==> src/design/cdq_pkg.sv <==
// cdq_pkg: shared codes and types of the circular deque
// operation codes, status codes, field widths, configuration reset value
// no dependencies
package cdq_pkg;

    localparam int CFG_WIDTH = 8;
    localparam int OP_WIDTH  = 2;
    localparam int ST_WIDTH  = 2;
    localparam int OUT_WIDTH = 32;

    localparam logic [OP_WIDTH-1:0] OP_PUSH_REAR  = 2'd0;
    localparam logic [OP_WIDTH-1:0] OP_PUSH_FRONT = 2'd1;
    localparam logic [OP_WIDTH-1:0] OP_POP_FRONT  = 2'd2;
    localparam logic [OP_WIDTH-1:0] OP_POP_REAR   = 2'd3;

    localparam logic [ST_WIDTH-1:0] ST_DONE  = 2'd0;
    localparam logic [ST_WIDTH-1:0] ST_FULL  = 2'd1;
    localparam logic [ST_WIDTH-1:0] ST_EMPTY = 2'd2;

    localparam logic [CFG_WIDTH-1:0] CAP_RESET = 8'd128;

    typedef struct packed {
        logic [ST_WIDTH-1:0] status;
        logic                now_empty;
        logic                now_full;
    } t_flags;

endpackage

==> src/design/cdq_cell.sv <==
// cdq_cell: one storage cell of the rotating ring
// takes its neighbor's word every cycle, or a new word when loaded
// no dependencies
module cdq_cell #(
    parameter int WIDTH = 32
) (
    input  logic             i_clk,
    input  logic             i_load,
    input  logic [WIDTH-1:0] i_load_data,
    input  logic [WIDTH-1:0] i_shift_data,
    output logic [WIDTH-1:0] o_data
);

    logic [WIDTH-1:0] r_data;
    logic [WIDTH-1:0] n_data;

    assign n_data = i_load ? i_load_data : i_shift_data;

    always_ff @(posedge i_clk) begin
        r_data <= n_data;
    end

    assign o_data = r_data;

endmodule

==> src/design/cdq_ring.sv <==
// cdq_ring: ring of cdq_cell instances that rotates one place every cycle
// a phase counter tracks which entry sits in the head cell
// depends on cdq_cell
module cdq_ring #(
    parameter int DEPTH = 128,
    parameter int WIDTH = 32,
    parameter int IW    = 7
) (
    input  logic             i_clk,
    input  logic             i_rst_n,
    input  logic             i_wr_en,
    input  logic [WIDTH-1:0] i_wr_data,
    output logic [IW-1:0]    o_phase,
    output logic [WIDTH-1:0] o_head
);

    logic [WIDTH-1:0] w_cell [DEPTH];
    logic [IW-1:0]    r_phase;
    logic [IW-1:0]    n_phase;

    // entry leaving the head cell wraps to the tail cell, where a write may replace it
    for (genvar g = 0; g < DEPTH; g++) begin : g_cell
        cdq_cell #(
            .WIDTH (WIDTH)
        ) u_cell (
            .i_clk        (i_clk),
            .i_load       (i_wr_en && (g == DEPTH - 1)),
            .i_load_data  (i_wr_data),
            .i_shift_data (w_cell[(g + 1) % DEPTH]),
            .o_data       (w_cell[g])
        );
    end

    assign n_phase = (r_phase == IW'(DEPTH - 1)) ? '0 : r_phase + IW'(1);

    always_ff @(posedge i_clk) begin
        if (!i_rst_n) begin
            r_phase <= '0;
        end else begin
            r_phase <= n_phase;
        end
    end

    assign o_phase = r_phase;
    assign o_head  = w_cell[0];

endmodule

==> src/design/circular_deque.sv <==
// circular_deque: double-ended queue over a rotating ring of cells
// refused items finish at acceptance without touching the ring; pushes and pops wait
// for their entry to reach the head cell of the ring; one item in flight at a time
// a new item is taken only once the last is through, so ring rotation and output stalls set the pace
// reset: indices zero, deque empty, capacity 128; ring contents are not cleared
module circular_deque #(
    parameter int DEPTH      = 128,
    parameter int DATA_WIDTH = 32
) (
    input  logic                                 i_clk,
    input  logic                                 i_rst_n,
    // configuration: capacity in use
    input  logic                                 i_cfg_we,
    input  logic [cdq_pkg::CFG_WIDTH-1:0]        i_cfg_data,
    // input channel
    input  logic                                 i_in_valid,
    output logic                                 o_in_stall,
    input  logic [cdq_pkg::OP_WIDTH-1:0]         i_op,
    input  logic signed [cdq_pkg::OUT_WIDTH-1:0] i_push_value,
    // output channel
    output logic                                 o_out_valid,
    input  logic                                 i_out_stall,
    output logic signed [cdq_pkg::OUT_WIDTH-1:0] o_popped_value,
    output logic [cdq_pkg::ST_WIDTH-1:0]         o_status,
    output logic                                 o_now_empty,
    output logic                                 o_now_full
);

    localparam int IW = $clog2(DEPTH);
    // capacity arithmetic must hold both DEPTH and any register value
    localparam int CW = (IW + 1 > cdq_pkg::CFG_WIDTH) ? IW + 1 : cdq_pkg::CFG_WIDTH;
    localparam int OW = cdq_pkg::OUT_WIDTH;

    // controller states
    localparam logic [1:0] S_IDLE = 2'd0;   // ready for an item
    localparam logic [1:0] S_SEEK = 2'd1;   // waiting for the entry to rotate to the head
    localparam logic [1:0] S_HOLD = 2'd2;   // result done, output register still busy

    // index step forward, wrapping at the capacity
    function automatic logic [IW-1:0] f_adv(input logic [IW-1:0] idx,
                                            input logic [CW-1:0] cap);
        logic [CW-1:0] nxt;
        nxt = CW'(idx) + CW'(1);
        f_adv = (nxt >= cap) ? '0 : nxt[IW-1:0];
    endfunction

    // index step back; an index beyond the capacity also lands on the last slot
    function automatic logic [IW-1:0] f_ret(input logic [IW-1:0] idx,
                                            input logic [CW-1:0] cap);
        logic [CW-1:0] ext;
        logic [CW-1:0] lim;
        ext = CW'(idx);
        lim = cap - CW'(1);
        if (ext == '0 || ext > cap) begin
            f_ret = lim[IW-1:0];
        end else begin
            f_ret = idx - IW'(1);
        end
    endfunction

    // state registers
    logic [cdq_pkg::CFG_WIDTH-1:0] r_cap;
    logic [1:0]                    r_state;
    logic [1:0]                    n_state;
    logic [IW-1:0]                 r_front;
    logic [IW-1:0]                 r_rear;
    logic                          r_empty;
    logic                          r_out_valid;
    logic                          n_out_valid;

    // pending item
    logic [IW-1:0]                 r_slot;
    logic                          r_res_wr;
    logic [DATA_WIDTH-1:0]         r_res_data;
    logic [DATA_WIDTH-1:0]         r_res_word;
    cdq_pkg::t_flags               r_res_flags;

    // output register
    logic [OW-1:0]                 r_out_value;
    cdq_pkg::t_flags               r_out_flags;

    // decode of the offered item against the current indices
    logic [CW-1:0]                 w_cap;
    logic                          w_is_push;
    logic                          w_is_front;
    logic                          w_full_now;
    logic [IW-1:0]                 c_front;
    logic [IW-1:0]                 c_rear;
    logic                          c_empty;
    logic [IW-1:0]                 c_slot;
    logic                          c_access;
    cdq_pkg::t_flags               c_flags;

    logic                          w_accept;
    logic                          w_out_free;
    logic                          w_hit;
    logic                          w_load_out;
    logic [IW-1:0]                 w_phase;
    logic [DATA_WIDTH-1:0]         w_head;
    logic [DATA_WIDTH-1:0]         w_push_word;
    logic [DATA_WIDTH-1:0]         w_cur_word;
    logic [OW-1:0]                 w_cur_out;
    cdq_pkg::t_flags               w_cur_flags;

    // effective capacity: zero acts as one, above DEPTH acts as DEPTH
    always_comb begin
        w_cap = CW'(r_cap);
        if (w_cap == '0) begin
            w_cap = CW'(1);
        end else if (w_cap > CW'(DEPTH)) begin
            w_cap = CW'(DEPTH);
        end
    end

    // width adaption of the pushed value and of the word handed out
    if (DATA_WIDTH <= OW) begin : g_push_narrow
        assign w_push_word = i_push_value[DATA_WIDTH-1:0];
    end else begin : g_push_wide
        assign w_push_word = {{(DATA_WIDTH - OW){i_push_value[OW-1]}}, i_push_value};
    end

    if (DATA_WIDTH >= OW) begin : g_out_wide
        assign w_cur_out = w_cur_word[OW-1:0];
    end else begin : g_out_narrow
        assign w_cur_out = {{(OW - DATA_WIDTH){w_cur_word[DATA_WIDTH-1]}}, w_cur_word};
    end

    // operation decode
    always_comb begin
        case (i_op)
            cdq_pkg::OP_PUSH_REAR: begin
                w_is_push  = 1'b1;
                w_is_front = 1'b0;
            end
            cdq_pkg::OP_PUSH_FRONT: begin
                w_is_push  = 1'b1;
                w_is_front = 1'b1;
            end
            cdq_pkg::OP_POP_FRONT: begin
                w_is_push  = 1'b0;
                w_is_front = 1'b1;
            end
            default: begin
                w_is_push  = 1'b0;
                w_is_front = 1'b0;
            end
        endcase
    end

    assign w_full_now = !r_empty && (f_adv(r_rear, w_cap) == r_front);

    // index update, status and slot of the offered item
    always_comb begin
        c_front        = r_front;
        c_rear         = r_rear;
        c_empty        = r_empty;
        c_slot         = '0;
        c_access       = 1'b0;
        c_flags.status = cdq_pkg::ST_DONE;
        if (w_is_push) begin
            if (w_full_now) begin
                c_flags.status = cdq_pkg::ST_FULL;
            end else if (r_empty) begin
                // first entry always goes to slot zero
                c_front  = '0;
                c_rear   = '0;
                c_empty  = 1'b0;
                c_slot   = '0;
                c_access = 1'b1;
            end else if (!w_is_front) begin
                c_rear   = f_adv(r_rear, w_cap);
                c_slot   = c_rear;
                c_access = 1'b1;
            end else begin
                c_front  = f_ret(r_front, w_cap);
                c_slot   = c_front;
                c_access = 1'b1;
            end
        end else begin
            if (r_empty) begin
                c_flags.status = cdq_pkg::ST_EMPTY;
            end else begin
                c_slot   = w_is_front ? r_front : r_rear;
                c_access = 1'b1;
                if (r_front == r_rear) begin
                    // last entry leaves: indices go home
                    c_front = '0;
                    c_rear  = '0;
                    c_empty = 1'b1;
                end else if (w_is_front) begin
                    c_front = f_adv(r_front, w_cap);
                end else begin
                    c_rear = f_ret(r_rear, w_cap);
                end
            end
        end
        c_flags.now_empty = c_empty;
        c_flags.now_full  = !c_empty && (f_adv(c_rear, w_cap) == c_front);
    end

    // ring of cells
    cdq_ring #(
        .DEPTH (DEPTH),
        .WIDTH (DATA_WIDTH),
        .IW    (IW)
    ) u_ring (
        .i_clk     (i_clk),
        .i_rst_n   (i_rst_n),
        .i_wr_en   (w_hit && r_res_wr),
        .i_wr_data (r_res_data),
        .o_phase   (w_phase),
        .o_head    (w_head)
    );

    // handshake and result steering
    assign o_in_stall = (r_state != S_IDLE);
    assign w_accept   = i_in_valid && (r_state == S_IDLE);
    assign w_out_free = !r_out_valid || !i_out_stall;
    assign w_hit      = (r_state == S_SEEK) && (w_phase == r_slot);

    // result loads into a free output register at acceptance when nothing is touched, on a ring hit, or from hold
    assign w_load_out = w_out_free &&
                        ((w_accept && !c_access) || w_hit || (r_state == S_HOLD));

    assign w_cur_flags = (r_state == S_IDLE) ? c_flags : r_res_flags;
    always_comb begin
        if (r_state == S_IDLE) begin
            w_cur_word = '0;
        end else if (r_state == S_SEEK && !r_res_wr) begin
            w_cur_word = w_head;
        end else begin
            w_cur_word = r_res_word;
        end
    end

    // controller next state
    always_comb begin
        n_state = r_state;
        case (r_state)
            S_IDLE: begin
                if (w_accept) begin
                    if (c_access) begin
                        n_state = S_SEEK;
                    end else if (!w_out_free) begin
                        n_state = S_HOLD;
                    end
                end
            end
            S_SEEK: begin
                if (w_hit) begin
                    n_state = w_out_free ? S_IDLE : S_HOLD;
                end
            end
            S_HOLD: begin
                if (w_out_free) begin
                    n_state = S_IDLE;
                end
            end
            default: begin
                n_state = S_IDLE;
            end
        endcase
    end

    always_comb begin
        n_out_valid = r_out_valid;
        if (w_load_out) begin
            n_out_valid = 1'b1;
        end else if (r_out_valid && !i_out_stall) begin
            n_out_valid = 1'b0;
        end
    end

    // control registers
    always_ff @(posedge i_clk) begin
        if (!i_rst_n) begin
            r_cap       <= cdq_pkg::CAP_RESET;
            r_state     <= S_IDLE;
            r_front     <= '0;
            r_rear      <= '0;
            r_empty     <= 1'b1;
            r_out_valid <= 1'b0;
        end else begin
            if (i_cfg_we) begin
                r_cap <= i_cfg_data;
            end
            r_state     <= n_state;
            r_out_valid <= n_out_valid;
            if (w_accept) begin
                r_front <= c_front;
                r_rear  <= c_rear;
                r_empty <= c_empty;
            end
        end
    end

    // payload registers
    always_ff @(posedge i_clk) begin
        if (w_accept) begin
            r_slot      <= c_slot;
            r_res_wr    <= w_is_push;
            r_res_data  <= w_push_word;
            r_res_word  <= '0;
            r_res_flags <= c_flags;
        end else if (w_hit && !r_res_wr) begin
            // keep the popped word in case the output is still busy
            r_res_word <= w_head;
        end
        if (w_load_out) begin
            r_out_value <= w_cur_out;
            r_out_flags <= w_cur_flags;
        end
    end

    assign o_out_valid    = r_out_valid;
    assign o_popped_value = r_out_value;
    assign o_status       = r_out_flags.status;
    assign o_now_empty    = r_out_flags.now_empty;
    assign o_now_full     = r_out_flags.now_full;

endmodule
==> config.mk <==
export PLATFORM = sky130hd
export DESIGN_NAME = circular_deque
export DESIGN_NICKNAME = d
export VERILOG_FILES = /design/src/design/cdq_pkg.sv /design/src/design/cdq_cell.sv /design/src/design/cdq_ring.sv /design/src/design/circular_deque.sv
export SDC_FILE = /design/constraint.sdc
export NUM_CORES = 2
export LEC_CHECK = 0
export ABC_AREA = 1
export CORE_ASPECT_RATIO = 1.25
export CORE_UTILIZATION = 50
export DETAILED_ROUTE_END_ITERATION = 16
export DONT_BUFFER_PORTS = 1
export SETUP_SLACK_MARGIN = 0.05
export SLEW_MARGIN = 40
export SYNTH_ARGS = -nofsm -noshare
export SYNTH_HDL_FRONTEND = slang
export SYNTH_SLANG_ARGS = --single-unit
export TNS_END_PERCENT = 30
==> constraint.sdc <==
create_clock -name i_clk -period 13.3 [get_ports i_clk]
set_input_delay 2.66 -clock i_clk [delete_from_list [all_inputs] [get_ports i_clk]]
set_output_delay 2.66 -clock i_clk [all_outputs]
set_load 0.01 [all_outputs]
==> key figures <==
Power and ir drop
  • Power per cell area: 224.9 nW/um2
  • Leakage: ~43 nW
  • Net switching power: 4.578 mW
  • Gate power share: under 10%
  • Int Pwr: about 19 mW
  • Switching part of the total: between 10% and 20%
  • Design Power: ~24 mW
  • Share of power burned in registers: between 50% and 60%
  • Clock power frac: between 40% and 50%
  • Worst vdd ir: 0.1718 mV

Timing
  • Worst Skew: about 0.084 ns
  • Slew @ Worst Pin: approximately 0.9 ns
  • Tcrit/Tclk final: 50.44%
  • Setup TNS: 0 ns
  • Hold_ws: roughly 0.27 ns
  • RSZ-0062 raised after global routing: false
  • F_max: 0.1491 GHz
  • Final Slew Violations: 0
  • Final setup fails: 0
  • Min Tclk post-route: 6.709 ns
  • Final Hold Fails: 0
  • Slew HR: 40.08%

Clock network
  • Clk sink count: 4241
  • TritonCTS clock tree: done
  • Post-cts resize count: 0
  • Postcts setup bufs: 0
  • CTS root buf: clkbuf_16
  • Hold_buf cts: 0
  • Maximum root-to-sink buffer count: 4
  • CTS buffer count: roughly 370
  • Htree depth: 5
  • Clock-pin slew on the worst setup and hold paths: 0.07 ns
  • Worst-skew pair later-pin latency: 0.93 ns

Drt
  • Detailed Routing Iterations Pass 1: 11
  • Vias: 34094
  • DRC Markers: 20
  • Post-Route WL: 114.6 mm
  • Final ANT Viol Nets: 0
  • Via/cell ratio: 4.158
  • Detailed Route Iter0 Violations: 1383
  • Drt wl/cell: about 14 um

Global route
  • Vias in the first global route: 34505
  • GR Overflow Total: 0
  • First-pass GRT wire length: 184.6 mm
  • Largest net degree at the start of global routing: 65
  • Total GRT Usage: 12.84%
  • Initial antenna violation count: 22

Synthesis
  • Synth Cell Area: 90880 um2
  • Synth cell types: 45
  • Post-synth top area share: 91.66%
  • Sequential share of the synthesized area: between 90% and 100%
  • Commonest cells post-synth: dfxtp_1, nand2_1, o21ai_0
  • Syn. warnings: 0
  • Post-synth EDFFs: 80
  • Main synth FF type: dfxtp_1
  • Avg Inst Size Synth: ~17 um2
  • Syn Inst Count: 5208
  • Most frequent cell after synthesis: dfxtp_1
  • #FFs+latches synth: 4241
  • Top post-synthesis cells by area: dfxtp_1, edfxtp_1, nand2_1, o21ai_0, ha_1
  • Async S/R FF share, synth: 0%
  • Syn nets: 5300
  • Post-synth top area cell: dfxtp_1

Worst hold path
  • Type of the worst min-delay path: reg -> reg
  • WHS Path Cells: 0
  • Hold_sp: u_ring.g_cell[39].u_cell.o_data[30]
  • WHS Endpoint: u_ring.g_cell[38].u_cell.o_data[30]

Layout
  • Nets@finish: 5631
  • Share of layout cells above drive strength 1: 11.80%
  • Final core area utilization: 59.01%
  • Finished Cell Area: 106400 um2
  • Post-synthesis to final-layout area growth: 17.04%

Die
  • Core footprint: 180300 um2
  • Core Rows: 174
  • Die area: 183500 um2
  • Die X: ~380 um
  • Starting Density: between 50% and 60%
  • Height of the die: roughly 480 um
  • IO Pins: 85

Critical path
  • Slowest stage delay, CP: 0.70 ns
  • Type of origin of the critical path: flop
  • Critical path depth: 33
  • Critical path's most frequent cell: nand2_1
  • CP delay by family, top: simple AND/OR/NAND/NOR gates
  • Worst R2R Setup Slack: roughly 6.6 ns
  • Crit. Startpoint: r_rear[1]
  • WS Path Type: reg -> reg
  • Reg2reg start: r_rear[1]
  • CP arrival: roughly 7.3 ns
  • Cells on worst reg2reg path: 33
  • CP Data Required Time: 13.91 ns
  • Crit-path max FO: 14
  • Crit. End Element: flop
  • Slowest CP cell: dfxtp_1
  • Buf/Inv on CP: 1
  • R2R Path End: r_res_flags[0]

Status
  • Failing checks: DRC
  • Status: finished, violations left

Flow run
  • MaxCap Viol Count: 0

Place
  • PortBufs: 0
  • Placer congestion estimate: 0.7909
  • Dpl hpwl: 64.69 mm
  • Placed cell areas: 93780 um2
[final cells by class]
class                      count  area [um2]
antenna                        8       20.02
clock inverter               125        1700
sequential                  4241       85700
inverter                     131       491.7
multi-input combinational    779        4467
timing repair buffer          19       150.1
clock buffer                 520       10860
fill                       13358       73900
tap                         2376        2973
[kinds of logic (layout without fill, tap and decap cells)]
| family | count (synthesis) | in the layout | synth area share, % |
|---|---|---|---|
| adder cells (fa/ha/maj) | 45 | 45 | 0.6195 |
| multiplexers | 32 | 32 | 0.3965 |
| XOR/XNOR | 33 | 33 | 0.3263 |
| AND/OR/NAND/NOR | 398 | 398 | 1.965 |
| other | 0 | 8 | 0 |
| AO/OA/AOI/OAI | 271 | 271 | 1.565 |
| buffers and inverters | 188 | 795 | 0.8247 |
| flip-flops | 4241 | 4241 | 94.30 |
[power by group through the flow]
stage	Sequential (mW)	Clock [mW]	Combinational (mW)
6_report	12.8	10.7	0.402
5_1_grt	12.8	11.6	0.451
4_1_cts	12.8	11.0	0.406
3_5_place_dp	13.1	0	0.403
3_3_place_gp	13.1	0	0.408
2_1_floorplan	13.1	0	0.269
[sequential cells by signal, summed over array words and instances, names as in the netlist, 2 cells and up]
signal / count
u_ring.o_phase: 7
r_res_word: 32
o_popped_value: 32
r_res_data: 32
o_status: 2
u_ring.g_cell.u_cell.o_data: 4096
r_cap: 8
r_res_flags: 4
r_rear: 7
r_state: 2
r_front: 7
r_slot: 7
[layer usage]
metal  up-vias  global-route usage [%]  share of wire [%]
met3       297                   3.411                5.6
met1     16050                   18.91                 52
li1      17079                       -                  -
met4         2                   6.012                3.4
met5         -                       0             0.0096
met2       666                   17.52                 39
[per-stage QoR]
step | setup slack (ns) | std cells
after floorplan | 7.199 | 5208
after global placement | 5.438 | 7545
after detailed placement | 6.230 | 7546
after CTS | 6.432 | 8191
after global routing | 5.837 | 8192
final | 6.591 | 8199
[cells in the final DEF (no fill, tap or decap), drive strengths merged, types with 39 or more instances in the layout]
cell	instances
edfxtp	80
nand2	204
nor2	83
ha	45
o21ai	140
dfxtp	4161
bufinv	39
nand3	59
a21oi	103
clkinv	70
clkbuf	520
inv	136
[worst max path at each step]
stage	end
5_1_grt	r_res_flags[0]
4_1_cts	r_res_flags[0]
3_5_place_dp	r_res_flags[0]
6_report	r_res_flags[0]
2_1_floorplan	r_res_flags[0]
3_3_place_gp	r_res_flags[0]
Power figures use the tool's default switching activity.
